$ cat src/rtl/core/ssf_pkg.sv
// ----------------------------------------------------------------------------
// ssf_pkg
// Shared types and constants for the stick/slip friction proxy.
// ----------------------------------------------------------------------------
package ssf_pkg;

   localparam int FORCE_W = 24;
   localparam int COEF_W  = 16;
   localparam int PERIOD_W = 24;
   localparam int STEP_W  = 32;
   localparam int VEL_W   = 38;
   localparam int MAXM_W  = 36;
   localparam int CSR_IDX_W  = 2;
   localparam int CSR_DATA_W = 24;

   localparam logic [COEF_W-1:0]   STATIC_COEF_RESET  = 16'd8192;
   localparam logic [COEF_W-1:0]   DYNAMIC_COEF_RESET = 16'd4096;
   localparam logic [PERIOD_W-1:0] FRAME_PERIOD_RESET = 24'd16777;

   typedef enum logic [CSR_IDX_W-1:0] {
      CSR_STATIC_COEF  = 2'd0,
      CSR_DYNAMIC_COEF = 2'd1,
      CSR_FRAME_PERIOD = 2'd2
   } csr_index_type;

   // classified frame handed from front to back
   typedef struct packed {
      logic              slip;
      logic [VEL_W-1:0]  vel;
      logic [STEP_W-1:0] step_x;
      logic [STEP_W-1:0] step_y;
      logic              length_given;
      logic [STEP_W-1:0] step_length;
   } ssf_job_type;

endpackage

$ cat src/rtl/core/ssf_queue.sv
// ----------------------------------------------------------------------------
// ssf_queue
// Two-entry job queue between front and back.
// ----------------------------------------------------------------------------
module ssf_queue import ssf_pkg::*; (
   input  logic        clock,
   input  logic        reset,
   input  logic        push,
   input  ssf_job_type wr_job,
   output logic        q_ready,
   input  logic        pop,
   output logic        q_valid,
   output ssf_job_type rd_job
);

   ssf_job_type entry_ff [2];
   logic       wr_ptr_ff, rd_ptr_ff;
   logic [1:0] count_ff;

   assign q_ready = (count_ff != 2'd2);
   assign q_valid = (count_ff != 2'd0);
   assign rd_job  = entry_ff[rd_ptr_ff];

   // pointers and fill count
   always_ff @(posedge clock) begin
      if (reset) begin
         wr_ptr_ff <= 1'b0;
         rd_ptr_ff <= 1'b0;
         count_ff  <= 2'd0;
      end else begin
         if (push) begin
            wr_ptr_ff <= !wr_ptr_ff;
         end
         if (pop) begin
            rd_ptr_ff <= !rd_ptr_ff;
         end
         if (push && !pop) begin
            count_ff <= count_ff + 2'd1;
         end else if (pop && !push) begin
            count_ff <= count_ff - 2'd1;
         end
      end
      if (push) begin
         entry_ff[wr_ptr_ff] <= wr_job;
      end
   end

endmodule

$ cat config.mk
export PLATFORM = sky130hd
export DESIGN_NAME = ssf_queue
export DESIGN_NICKNAME = d
export VERILOG_FILES = /design/src/rtl/core/ssf_pkg.sv /design/src/rtl/core/ssf_queue.sv
export SDC_FILE = /design/constraint.sdc
export NUM_CORES = 1
export LEC_CHECK = 0
export BUFFER_PORTS_ARGS = -buffer_cell sky130_fd_sc_hd__buf_2
export CAP_MARGIN = 20
export CELL_PAD_IN_SITES_DETAIL_PLACEMENT = 1
export CELL_PAD_IN_SITES_GLOBAL_PLACEMENT = 1
export CORE_MARGIN = 4
export CORE_UTILIZATION = 48
export DETAILED_ROUTE_END_ITERATION = 6
export GPL_TIMING_DRIVEN = 0
export HOLD_SLACK_MARGIN = 0.03
export PLACE_DENSITY_LB_ADDON = 0.1
export RECOVER_POWER = 50
export SLEW_MARGIN = 20
export SYNTH_ARGS = -nofsm -noshare
export SYNTH_HDL_FRONTEND = slang
export SYNTH_SLANG_ARGS = --single-unit
$ cat constraint.sdc
create_clock -name clock -period 13.8 [get_ports clock]
set_clock_uncertainty 0.05 [all_clocks]
set_input_delay 1.38 -clock clock [delete_from_list [all_inputs] [get_ports clock]]
set_output_delay 1.38 -clock clock [all_outputs]
set_load 0.05 [all_outputs]
Word-level counts from Yosys, hierarchy flattened
Memory sizes are Yosys's and may differ from the RTL's. A register that Yosys moved wholly into a read port is not among the register bits.
Cells that the tools add are included.
{"block": "classes", "n_addsub": 2, "n_eq_ne": 1, "n_mux": 6, "reduce_logical": 8}
{"operator": "$logic_not A1 Y1", "n": 4}
{"operator": "$mux W1", "n": 4}
{"operator": "$mux W2", "n": 2}
{"operator": "$reduce_bool A2 Y1", "n": 2}
{"operator": "$add A2 B1 Y2 const B", "n": 1}
{"operator": "$logic_and A1 B1 Y1", "n": 2}
{"operator": "$ne A2 B2 Y1 const B", "n": 1}
{"operator": "$sub A2 B1 Y2 const B", "n": 1}
{"block": "totals", "ramBits": 272, "in_bits": 140, "output_inout_bits": 138, "reg_bits": 4, "wordCells": 21, "n_memories": 1}
{"name": "entry_ff", "words": 2, "word_bits": 136, "rd": 1, "rd_ports_with_merged_regs": 1, "wr": 1, "line": "ssf_queue.sv:16", "source": "ssf_job_type entry_ff [2];"}

Depth between registers and ports, before layout
{"block": "logic_depth", "ltp_word": 4, "ltp_mapped": 5, "ltp_nobuf": 5}

Least setup slack after synthesis
No wires, ideal clock.
{"block": "synth_path", "path_type": "input to register", "from": "input push", "to": "memory entry_ff[0][0] in the netlist's numbering, enable pin", "path_buffers": 0, "stages": 1, "setup_slack_ns": 5.831, "arrival_time_ns": 7.270, "required_time_ns": 13.101, "cell_sequence": "nor2b_1"}
{"block": "synth_between", "elab_chain_len": 2}
{"element": "from (decl)", "line": "ssf_queue.sv:8", "source": "input logic push,"}
{"element": "$mux W1", "line": "ssf_queue.sv:43", "source": "if (push) begin"}
{"element": "$mux W1 (not written as such)", "line": "ssf_queue.sv:44", "source": "entry_ff[wr_ptr_ff] <= wr_job;"}
{"element": "to (decl)", "line": "ssf_queue.sv:16"}
Every way passes these cells.

Final worst setup path
{"block": "layout_path", "from": "input push", "to": "memory entry_ff[1][132] in the netlist's numbering, enable pin"}
The elaborated chain is that of the path after synthesis.

==> impl_metrics.toml <==
[synthesis]
syn-num-nets = 586
synth-simple-area-share = 0.004552
synth_area_leader_cell = "sky130_fd_sc_hd__edfxtp_1"
gate_count_post_synth = 445
synth.yosys.seq_area_share = 0.8130
synth.most_common_cell = "sky130_fd_sc_hd__edfxtp_1"
synth_area_per_cell_um2 = 22.85
synth_top_cell_area_share = 0.8031
dominantRegCellSynth = "sky130_fd_sc_hd__edfxtp_1"
syn_area_um2 = 10170
number_of_enable_type_register_cells_in_the_synthesized_netlist = 272
synth-adder-area-share = 0.001230
synth_xor_area_frac = 0.003445
dominant_combinational_cell_family_by_area_after_synthesis = "multiplexers"
post_synth_most_frequent_cells = "sky130_fd_sc_hd__edfxtp_1, sky130_fd_sc_hd__mux2_2, sky130_fd_sc_hd__mux2_4"
synth_cell_types = 18
synth.area.mux_share = 0.1654
yosysWarnings = 0
synth_compound_gate_area_share = 0.0009843
ys_async_sr_fraction = 0
synth.top_cells.by_area = "sky130_fd_sc_hd__edfxtp_1, sky130_fd_sc_hd__mux2_2, sky130_fd_sc_hd__mux2_4, sky130_fd_sc_hd__dfxtp_1, sky130_fd_sc_hd__buf_6"
synth-seq-cells = 277

[power_and_ir_drop]
power.share.combinational = 0.175
total_power_mw = 2.052
leakagePower_nw = 4.748
p_switching_mw = 0.5598
sw_frac = 0.2728
internal-power_mw = 1.492
power_frac_clock = 0.340
p_per_area_nw_per_um2 = 160.1
power.share.sequential = 0.485
peakVddDrop_uv = 118.7

[placement]
port_buffers = 277
globalplace.congestion = 0.7486
hpwlAfterDp_um = 15200

[global_route]
grt_usage = 0.1782
first_global_vias = 5888
antenna_found_initial = 5
grt_max_degree = 54
grt_first_pass_wirelength_um = 32840
final_global_route_overflow_total = 0

[die]
num_io_pins = 278
die_w_um = 153.6
fp.coreArea_um2 = 20560
die_y_um = 153.6
fp.dieArea_um2 = 23580
initial_util = 0.4946
rows = 52

[timing]
total_negative_setup_slack_ps = 0
rsz0062_at_grt = "no"
relSlewSlack = -0.8163
timing.fmax_ghz = 0.2635
timing.final.hold_violations = 0
timing_worst_slew_pin_value_ps = 2724
finalSetupViolations = 0
hold_ws_ps = 481.9
min_period_over_period = 0.2750
count_of_final_max_slew_check_failures = 34
finalWorstPathRequiredPeriod_ps = 3795

[clocking]
clkSinkCount = 277
latest_clock_arrival_within_the_worst_skew_pair_ps = 540
post_cts_resized = 0
h_tree_depth_reported_by_cts = 1
cts_buffer_depth = 3
clkSlewWorstSetupHoldPaths_ps = 60
clock-root-buffer = "sky130_fd_sc_hd__clkbuf_16"
cts_tree = "yes"
cts-buffers-inserted = 29
cts_setup_buffers = 0
cts_hold_buffers = 0

[worst_setup_path]
worstReg2RegStart = "wr_ptr_ff$_SDFFE_PP0P_"
critPathMaxFanout = 53
setup.worst_path.start_class = "input port"
reg2reg_slack_ps = 10670
endpoint_type_of_the_worst_setup_path = "flip-flop"
cp_data_required_time_ps = 13950
rr_endpoint = "entry_ff[1][132]$_DFFE_PP_"
timing.setup.critical_path_class = "in2reg"
reg2regPathDepth = 2
critPathArrivalTime_ps = 3940

[detailed_routing]
initialDrtViolationCount = 244
wl_per_cell_um = 20.55
detailroute.via_count = 5283
routed_via_density = 5.012
ant_nets = 0
postRouteWirelength_um = 21660
first_pass_iters = 4
remaining_routing_drc_violations = 0

[run_status]
failing_checks = "capacitance limit, slew limit"
run_status = "complete, but fails checks"

[final_layout]
count_of_filler_cells_inserted_in_the_layout = 1893
post_route_cells_drive_above_1_share = 0.5051
fin_nets = 902
syn2layout_area_growth_pct = 26.01

[worst_hold_path]
holdCritStartpoint = "count_ff[1]$_SDFFE_PP0P_"
timing.hold.worst_endpoint = "count_ff[1]$_SDFFE_PP0P_"
min_delay_path_depth = 2
holdCritPathClass = "reg2reg"

[run]
cap_violations = 1
[power by group through the flow]
stage | registers, mW | logic [mW] | clock network (mW)
CTS | 0.995 | 0.370 | 0.718
finish | 0.995 | 0.358 | 0.698
detailed placement | 1.01 | 0.368 | 0
global route | 1.00 | 0.376 | 0.756
global placement | 1.02 | 0.349 | 0
floorplan | 1.02 | 0.266 | 0
[state kept, by name, summed over array words and instances (netlist names), named ones only]
name       count
count_ff       2
rd_ptr_ff      1
entry_ff     272
wr_ptr_ff      1
[layout by cell type, fill, tap and decap left out, types with 2 or more instances in the layout]
cell                          n
sky130_fd_sc_hd__xnor2_1      2
sky130_fd_sc_hd__buf_6        6
sky130_fd_sc_hd__mux2_4      40
sky130_fd_sc_hd__buf_1        2
sky130_fd_sc_hd__xor2_1       2
sky130_fd_sc_hd__clkbuf_16   29
sky130_fd_sc_hd__buf_2      209
sky130_fd_sc_hd__clkinv_1     7
sky130_fd_sc_hd__dfxtp_1      5
sky130_fd_sc_hd__edfxtp_1   272
sky130_fd_sc_hd__inv_6        2
sky130_fd_sc_hd__nor2_1       4
sky130_fd_sc_hd__diode_2      2
sky130_fd_sc_hd__mux2_2      96
sky130_fd_sc_hd__clkinv_2     5
sky130_fd_sc_hd__clkbuf_1    85
sky130_fd_sc_hd__buf_16       4
sky130_fd_sc_hd__buf_12       2
[logic make-up (layout without fill, tap and decap cells)]
logic type | count (synthesis) | in the layout
AOI/OAI and AO/OA | 2 | 2
xor gates and xnor gates | 4 | 4
adders and majority gates | 1 | 1
buffers and inverters | 16 | 353
DFF | 277 | 277
muxes | 136 | 136
other | 0 | 2
and+or+nand+nor | 9 | 9
[worst max-delay path by stage]
stage,startpoint,to,slack (ps),cells past startpoint
floorplan,push,entry_ff[0][0]$_DFFE_PP_,5830,1
global placement,push,entry_ff[0][103]$_DFFE_PP_,2590,2
detailed placement,push,entry_ff[0][88]$_DFFE_PP_,10850,4
CTS,flip-flop,rd_job[87],10350,5
global route,push,entry_ff[1][132]$_DFFE_PP_,9760,3
finish,push,entry_ff[1][132]$_DFFE_PP_,10000,3
[layout make-up]
type	count	area, um^2	share of cell area
buffer	15	112.6	0.008787
antenna	2	5.005	0.0003905
multi-input combinational	152	1785	0.1393
clock buffer	37	755.7	0.05897
inverter	1	3.754	0.0002929
sequential	277	8268	0.6452
clock inverter	15	98.84	0.007713
tap	270	337.8	0.02636
timing repair buffer	285	1448	0.1130
[per-stage QoR]
step / util / setup slack [ps] / cell area, um^2 / instances
finish: 0.6233 / 10000 / 12810 / 1054
global route: 0.6233 / 9765 / 12810 / 1054
CTS: 0.6305 / 10350 / 12960 / 1052
detailed placement: 0.5890 / 10850 / 12110 / 1000
global placement: 0.5785 / 2586 / 11890 / 992
floorplan: - / 5831 / 10170 / 445
[per-layer routing]
| metal | vias to the layer above | track usage | wire length [um] |
|---|---|---|---|
| li1 | 2409 | - | - |
| met4 | 6 | 0.04878 | 584 |
| met1 | 2627 | 0.2058 | 7869 |
| met5 | - | 0 | 40 |
| met3 | 47 | 0.05874 | 1719 |
| met2 | 194 | 0.3196 | 11440 |
[critical path, cell delays in order]
cell and delay (ps):
sky130_fd_sc_hd__clkbuf_1 170, sky130_fd_sc_hd__and2_0 1990, sky130_fd_sc_hd__buf_16 330
(Power assumes the default switching activity.)
