`config.mk`:
```
export PLATFORM = sky130hd
export DESIGN_NAME = ssf_front_flat
export DESIGN_NICKNAME = d
export VERILOG_FILES = /design/src/rtl/core/ssf_pkg.sv /design/src/rtl/core/ssf_ifs.sv /design/src/rtl/core/ssf_front.sv /design/src/flat_wrapper.sv
export SDC_FILE = /design/constraint.sdc
export NUM_CORES = 2
export LEC_CHECK = 0
export BUFFER_PORTS_ARGS = -buffer_cell sky130_fd_sc_hd__buf_4
export CAP_MARGIN = 10
export CELL_PAD_IN_SITES_DETAIL_PLACEMENT = 0
export CELL_PAD_IN_SITES_GLOBAL_PLACEMENT = 2
export CORE_ASPECT_RATIO = 1.2
export CORE_MARGIN = 2
export CORE_UTILIZATION = 40
export CTS_BUF_LIST = sky130_fd_sc_hd__clkbuf_8
export CTS_CLUSTER_DIAMETER = 50
export DETAILED_ROUTE_END_ITERATION = 12
export HOLD_SLACK_MARGIN = 0.12
export PLACE_DENSITY_LB_ADDON = 0.15
export SYNTH_ARGS = -nofsm -noshare
export SYNTH_HDL_FRONTEND = slang
export SYNTH_SLANG_ARGS = --single-unit
```
`constraint.sdc`:
```
create_clock -name clock -period 17.45 [get_ports clock]
set_clock_uncertainty 0.1 [all_clocks]
set_input_delay 2.6175 -clock clock [delete_from_list [all_inputs] [get_ports clock]]
set_output_delay 2.6175 -clock clock [all_outputs]
set_load 0.02 [all_outputs]
```
`src/rtl/core/ssf_pkg.sv`:
```
// ----------------------------------------------------------------------------
// ssf_pkg
// Shared types and constants for the stick/slip friction proxy.
// ----------------------------------------------------------------------------
package ssf_pkg;

   localparam int FORCE_W = 24;
   localparam int COEF_W  = 16;
   localparam int PERIOD_W = 24;
   localparam int STEP_W  = 32;
   localparam int VEL_W   = 38;
   localparam int MAXM_W  = 36;
   localparam int CSR_IDX_W  = 2;
   localparam int CSR_DATA_W = 24;

   localparam logic [COEF_W-1:0]   STATIC_COEF_RESET  = 16'd8192;
   localparam logic [COEF_W-1:0]   DYNAMIC_COEF_RESET = 16'd4096;
   localparam logic [PERIOD_W-1:0] FRAME_PERIOD_RESET = 24'd16777;

   typedef enum logic [CSR_IDX_W-1:0] {
      CSR_STATIC_COEF  = 2'd0,
      CSR_DYNAMIC_COEF = 2'd1,
      CSR_FRAME_PERIOD = 2'd2
   } csr_index_type;

   // classified frame handed from front to back
   typedef struct packed {
      logic              slip;
      logic [VEL_W-1:0]  vel;
      logic [STEP_W-1:0] step_x;
      logic [STEP_W-1:0] step_y;
      logic              length_given;
      logic [STEP_W-1:0] step_length;
   } ssf_job_type;

endpackage

```
`src/rtl/core/ssf_ifs.sv`:
```
// ----------------------------------------------------------------------------
// ssf channel interfaces
// Request, response and register write channels of the friction proxy.
// ----------------------------------------------------------------------------
interface ssf_req_if;
   import ssf_pkg::*;
   logic                valid;
   logic                ready;
   logic [FORCE_W-1:0]  tangent_force;
   logic [FORCE_W-1:0]  normal_force;
   logic signed [STEP_W-1:0] step_x;
   logic signed [STEP_W-1:0] step_y;
   logic                length_given;
   logic [STEP_W-1:0]   step_length;
   modport source (output valid, tangent_force, normal_force, step_x, step_y,
                   length_given, step_length, input ready);
   modport sink (input valid, tangent_force, normal_force, step_x, step_y,
                 length_given, step_length, output ready);
endinterface


```
`src/rtl/core/ssf_front.sv`:
```
// ----------------------------------------------------------------------------
// ssf_front
// Takes a frame, updates the stick/slip flag and computes the slip velocity.
// ----------------------------------------------------------------------------
module ssf_front import ssf_pkg::*; (
   input  logic               clock,
   input  logic               reset,
   ssf_req_if.sink            req,
   input  logic [COEF_W-1:0]  static_coef,
   input  logic [COEF_W-1:0]  dynamic_coef,
   output logic               push,
   output ssf_job_type        job,
   input  logic               q_ready
);

   logic               hold_valid_ff;
   logic [FORCE_W-1:0] tf_ff, nf_ff;
   logic [STEP_W-1:0]  sx_ff, sy_ff, glen_ff;
   logic               given_ff;
   logic               stuck_ff;

   logic [VEL_W-1:0]   t26;
   logic [VEL_W+1:0]   stat_prod, dyn_prod;
   logic               still_stuck, slip;

   // force comparisons in Q.26
   always_comb begin
      t26         = {tf_ff, 14'd0};
      stat_prod   = static_coef * nf_ff;
      dyn_prod    = dynamic_coef * nf_ff;
      still_stuck = stuck_ff && !({2'd0, t26} > stat_prod);
      slip        = !still_stuck && ({2'd0, t26} > dyn_prod);
   end

   assign push      = hold_valid_ff && q_ready;
   assign req.ready = !hold_valid_ff || q_ready;

   always_comb begin
      job.slip         = slip;
      job.vel          = t26 - dyn_prod[VEL_W-1:0];
      job.step_x       = sx_ff;
      job.step_y       = sy_ff;
      job.length_given = given_ff;
      job.step_length  = glen_ff;
   end

   // input hold word and contact flag
   always_ff @(posedge clock) begin
      if (reset) begin
         hold_valid_ff <= 1'b0;
         stuck_ff      <= 1'b1;
      end else begin
         if (push) begin
            stuck_ff <= !slip;
         end
         if (req.valid && req.ready) begin
            hold_valid_ff <= 1'b1;
         end else if (push) begin
            hold_valid_ff <= 1'b0;
         end
      end
      if (req.valid && req.ready) begin
         tf_ff    <= req.tangent_force;
         nf_ff    <= req.normal_force;
         sx_ff    <= req.step_x;
         sy_ff    <= req.step_y;
         given_ff <= req.length_given;
         glen_ff  <= req.step_length;
      end
   end

endmodule

```
`src/flat_wrapper.sv`:
```
// flat-port wrapper written by rule: the top's interface ports become plain ports
module ssf_front_flat import ssf_pkg::*;
  (clock, reset, static_coef, dynamic_coef, push, job, q_ready, req_valid, req_tangent_force, req_normal_force, req_step_x, req_step_y, req_length_given, req_step_length, req_ready);
  ssf_req_if req_i ();
  input  logic clock;
  input  logic reset;
  input  logic [COEF_W-1:0] static_coef;
  input  logic [COEF_W-1:0] dynamic_coef;
  output logic push;
  output ssf_job_type job;
  input  logic q_ready;
  input wire logic [$bits(req_i.valid)-1:0] req_valid;
  input wire logic [$bits(req_i.tangent_force)-1:0] req_tangent_force;
  input wire logic [$bits(req_i.normal_force)-1:0] req_normal_force;
  input wire logic [$bits(req_i.step_x)-1:0] req_step_x;
  input wire logic [$bits(req_i.step_y)-1:0] req_step_y;
  input wire logic [$bits(req_i.length_given)-1:0] req_length_given;
  input wire logic [$bits(req_i.step_length)-1:0] req_step_length;
  output wire logic [$bits(req_i.ready)-1:0] req_ready;
  assign req_i.valid = req_valid;
  assign req_i.tangent_force = req_tangent_force;
  assign req_i.normal_force = req_normal_force;
  assign req_i.step_x = req_step_x;
  assign req_i.step_y = req_step_y;
  assign req_i.length_given = req_length_given;
  assign req_i.step_length = req_step_length;
  assign req_ready = req_i.ready;
  ssf_front u_core (.clock(clock), .reset(reset), .req(req_i), .static_coef(static_coef), .dynamic_coef(dynamic_coef), .push(push), .job(job), .q_ready(q_ready));
endmodule
```
# Yosys cells after proc, flatten, opt, wreduce, memory -nomap -nowiden
# Index checks and enable logic that the tools add are counted.
[op_classes] addsub=1 multipliers=2 n_lt_le_gt_ge=2 n_mux=2 reduce_logical=10
[ops] cell="greater-than comparator 38 x 40 -> 1 bit" count=2
[ops] cell="multiplier 16 x 24 -> 40 bit" count=2
[ops] cell="subtractor 38 bit" count=1
[ops] cell="logical AND 1 bit" count=4
[ops] cell="zero test 1 bit" count=4
[ops] cell="two-way mux 1 bit" count=2
[ops] cell="nonzero test 2 bit" count=1
[ops] cell="logical OR 1 bit" count=1
[totals] register_bits=147 output_inout_bits=138 elab_cells=25

# Depth between registers and ports, before layout
[depth] depth_word=7 mapped_depth=37 ltp_nobuf=35

# Least setup slack after synthesis
# Ideal clock, no wire load.
[synth_timing] kind="input to output" start="input dynamic_coef[1]" end="output job[135] (netlist bit)" arrival_ns=10.178 slack_ns=4.554 cell_stages=33 n_path_buf=2 cell_sequence="clkbuf_1 -> nand2_1 -> fa_1 -> inv_1 -> fa_1 -> inv_1 -> fa_1 -> inv_1 -> fa_1 -> fa_1 -> inv_1 -> fa_1 -> inv_1 -> ha_1 -> a21oi_1 -> o21ai_1 -> a2111oi_0 -> nor2_1 -> or4_1 -> o22ai_1 -> o21bai_1 -> a41o_1 -> nor2_1 -> xor2_1 -> ha_1 -> nand4_1 -> or3_1 -> o211ai_1 -> a21o_1 -> a21oi_1 -> nor4_1 -> a21boi_0 -> buf_4"
[synth_between] elab_chain_cells=3
[synth_lines] element="start, declared" line_no="flat_wrapper.sv:8" text="input logic [COEF_W-1:0] dynamic_coef;"
[synth_lines] element="multiplier 16 x 24 -> 40 bit" line_no="ssf_front.sv:30" text="dyn_prod = dynamic_coef * nf_ff;"
[synth_lines] element="greater-than comparator 38 x 40 -> 1 bit" line_no="ssf_front.sv:32" text="slip = !still_stuck && ({2'd0, t26} > dyn_prod);"
[synth_lines] element="logical AND 1 bit" line_no="ssf_front.sv:32"
[synth_lines] element="end, declared" line_no="flat_wrapper.sv:10" text="output ssf_job_type job;"
# No other way between the ends.

==> reports/results.txt <==
mapped cell area = 0.0313 mm2
worst-path maximum fanout = 24
data arrival time of the critical path = 11.44 ns
fraction of layout cells with a size suffix above 1 = 11.3%
CP max stage cell = sky130_fd_sc_hd__a211oi_1
family of cells with the greatest summed delay on the critical path = adder cells
commonest cells after routing, fill and taps aside = sky130_fd_sc_hd__inv_1, sky130_fd_sc_hd__fa_1, sky130_fd_sc_hd__nand2_1, sky130_fd_sc_hd__buf_4, sky130_fd_sc_hd__and2_1
number of CTS-inserted buffers = 17
wire length after detailed routing = 87.8 mm
worst setup path startpoint = dynamic_coef[1]
final-stage net count = 4,624
cell repeated most along the worst path = sky130_fd_sc_hd__fa_1
TritonCTS clock tree = yes
part of the Yosys area used for sequential elements = 14.0%
final estimated routing congestion in global placement = 0.879
maximum number of buffers from clock root to sink = 2
post-cts repair resize count = 0
row count = 112
fill count = 7,728
register bit count reported by yosys = 147
Pre-Repair DR Iteration Count = 5
hold violation total from the final report = 0
detailed placement HPWL = 69.4 mm
Avg WL per Cell = 19.1 um
Cells after Synth = 3,346
insertion delay of the later-clocked pin in the worst-skew pair = 0.51 ns
number of port buffers = 318
leading register cell type out of synthesis = sky130_fd_sc_hd__edfxtp_1
overall die area = 0.0805 mm2
outcome = complete, no violations
Final Instance Area = 0.0350 mm2
Placeable Area = 0.0776 mm2
max-slew headroom at the worst pin = 33.1%
type of origin of the critical path = input port
unrepaired setup endpoints after global routing = no
initial antenna violation count = 1
delay contributed by the slowest stage of the critical path = 0.58 ns
start point of the worst hold path = u_core.stuck_ff
crit path capture type = output port
die span in x = 259 um
worst hold path class = reg -> reg
share of synthesized flip-flops with an asynchronous set or reset = 0%
number of synthesized flops with an enable pin = 145
final critical delay including setup and external delays = 14.16 ns
total global routing overflow = 0
wire length of the first global-routing pass = 140 mm
number of clock sinks = 147
required time at the worst-slack endpoint = 14.73 ns
Setup Fix Bufs, Post-CTS = 0
Yosys warnings = 0
Root Buffer = sky130_fd_sc_hd__clkbuf_8
post-detailed-route DRC marker count = 0
Final Cycle Share = 81.1%
Crit Path Class = in -> out
mean cell area of the mapped netlist = 9.35 um2
Final Max Tran Viols = 0
top-level port count = 319
distinct cell type count after synthesis = 75
hold buffer count at cts = 0
final antenna-violating net count = 0
post-route setup TNS = 0 ns
DR vias = 23.4k
number of setup violations in the final report = 0
initial cell density of the core = 40.3%
cell area after placement = 0.0346 mm2
Least-Margin Pin Slew = 1.00 ns
clk slew on worst S/H paths = 0.09 ns
most frequent standard cell in the layout excluding fill and tap cells = sky130_fd_sc_hd__inv_1
synth-to-layout area growth = 11.8%
Overall Global Routing Usage = 22.5%
number of DRC markers in iteration 0 = 979
via count of the first global-routing pass = 25.5k
pin count of the biggest net entering global routing = 77
via density per instance = 5.09
number of nets produced by synthesis = 4,412
vertical die dimension = 310 um
launch point of the worst reg-to-reg path = u_core.nf_ff[11]
Peak Freq = 70.6 MHz
number of buffer and inverter stages on the critical path = 5
max cap viols = 0
H-Tree Depth = 4
-- layout make-up --
| cell class | instances | area [um2] | share of cell area, % |
|---|---|---|---|
| clock inverter | 15 | 168 | 0.479 |
| inverter | 715 | 2680 | 7.67 |
| clock buffer | 17 | 234 | 0.669 |
| tap | 1026 | 1280 | 3.67 |
| antenna | 1 | 2.50 | 0.00715 |
| multi-input combinational | 2332 | 23600 | 67.5 |
| sequential | 147 | 4390 | 12.6 |
| timing repair buffer | 345 | 2590 | 7.40 |
-- worst paths after layout --
kind | end | slack, ns | cells after the start
worst max-delay path | job[135] | 3.29 | 30
worst max register to register | u_core.stuck_ff | 8.17 | 29
worst min-delay path | u_core.stuck_ff | 0.42 | 2
worst min register to register | u_core.stuck_ff | 0.42 | 2
-- cell usage after synthesis (all sizes together) (4+ instances only) --
| library cell | instances | area, um2 |
|---|---|---|
| inv | 715 | 2680 |
| fa | 612 | 12300 |
| nand2 | 543 | 2040 |
| and2 | 295 | 1850 |
| ha | 273 | 3420 |
| clkbuf | 149 | 559 |
| edfxtp | 145 | 4350 |
| a21oi | 104 | 528 |
| a21o | 77 | 579 |
| o21ai | 53 | 265 |
| xnor2 | 52 | 455 |
| nor2 | 45 | 171 |
| xor2 | 40 | 350 |
| nand3 | 27 | 135 |
| nor3 | 25 | 125 |
| and3 | 16 | 100 |
| nor2b | 14 | 87.6 |
| nand4 | 13 | 81.3 |
| nand2b | 11 | 68.8 |
| o21bai | 11 | 82.6 |
| a31oi | 8 | 50.1 |
| o211ai | 8 | 60.1 |
| a2111oi | 7 | 80.1 |
| a211oi | 7 | 52.6 |
| o21a | 6 | 45.0 |
| a31o | 5 | 43.8 |
| or2 | 5 | 31.3 |
| or3 | 5 | 41.3 |
| a211o | 4 | 36.3 |
| a221oi | 4 | 35.0 |
| a311oi | 4 | 41.3 |
| o2111ai | 4 | 35.0 |
| o31a | 4 | 36.3 |
| or4 | 4 | 30.0 |
-- registers in the layout, indices dropped and copies added (netlist names) --
| name | flops |
|---|---|
| u_core.sy_ff | 32 |
| u_core.nf_ff | 24 |
| u_core.given_ff | 1 |
| u_core.stuck_ff | 1 |
| u_core.hold_valid_ff | 1 |
| u_core.glen_ff | 32 |
| u_core.tf_ff | 24 |
| u_core.sx_ff | 32 |
-- per-layer routing --
metal	GRT usage, %	vias up	share of wire (%)
met5	0	-	0
met4	6.80	0	2.9
met3	2.64	92	3.8
met2	41.8	536	54
met1	27.2	12100	39
li1	-	10600	-
-- cell families (layout without fill, tap and decap cells) --
family | Yosys count | after routing | share of synthesized area, %
flip-flops | 147 | 147 | 14.0
other | 0 | 1 | 0
AO/OA/AOI/OAI | 335 | 335 | 7.15
AND/OR/NAND/NOR | 1016 | 1016 | 15.6
multiplexers | 4 | 4 | 0.132
adder cells (fa/ha/maj) | 885 | 885 | 50.1
buffers and inverters | 867 | 1092 | 10.5
XOR/XNOR | 92 | 92 | 2.58
-- worst min-delay path, cell delays in order, from the launching register on --
cell	delay, ns
sky130_fd_sc_hd__dfxtp_1	0.31
sky130_fd_sc_hd__o21ai_0	0.06
sky130_fd_sc_hd__o211ai_1	0.09
-- stage by stage --
step	std cells	hold WS, ns	util [%]	setup WS (ns)
final	4598	0.416	45.1	3.29
after global routing	4598	0.449	45.1	2.69
after CTS	4597	0.422	45.1	3.16
after detailed placement	4565	0.404	44.5	3.23
after global placement	4565	0.395	44.5	3.26
after floorplan	3346	0.371	-	4.55
Power is not shown: default switching activity piles up to over one toggle a cycle in this logic, so the estimate is an artifact.
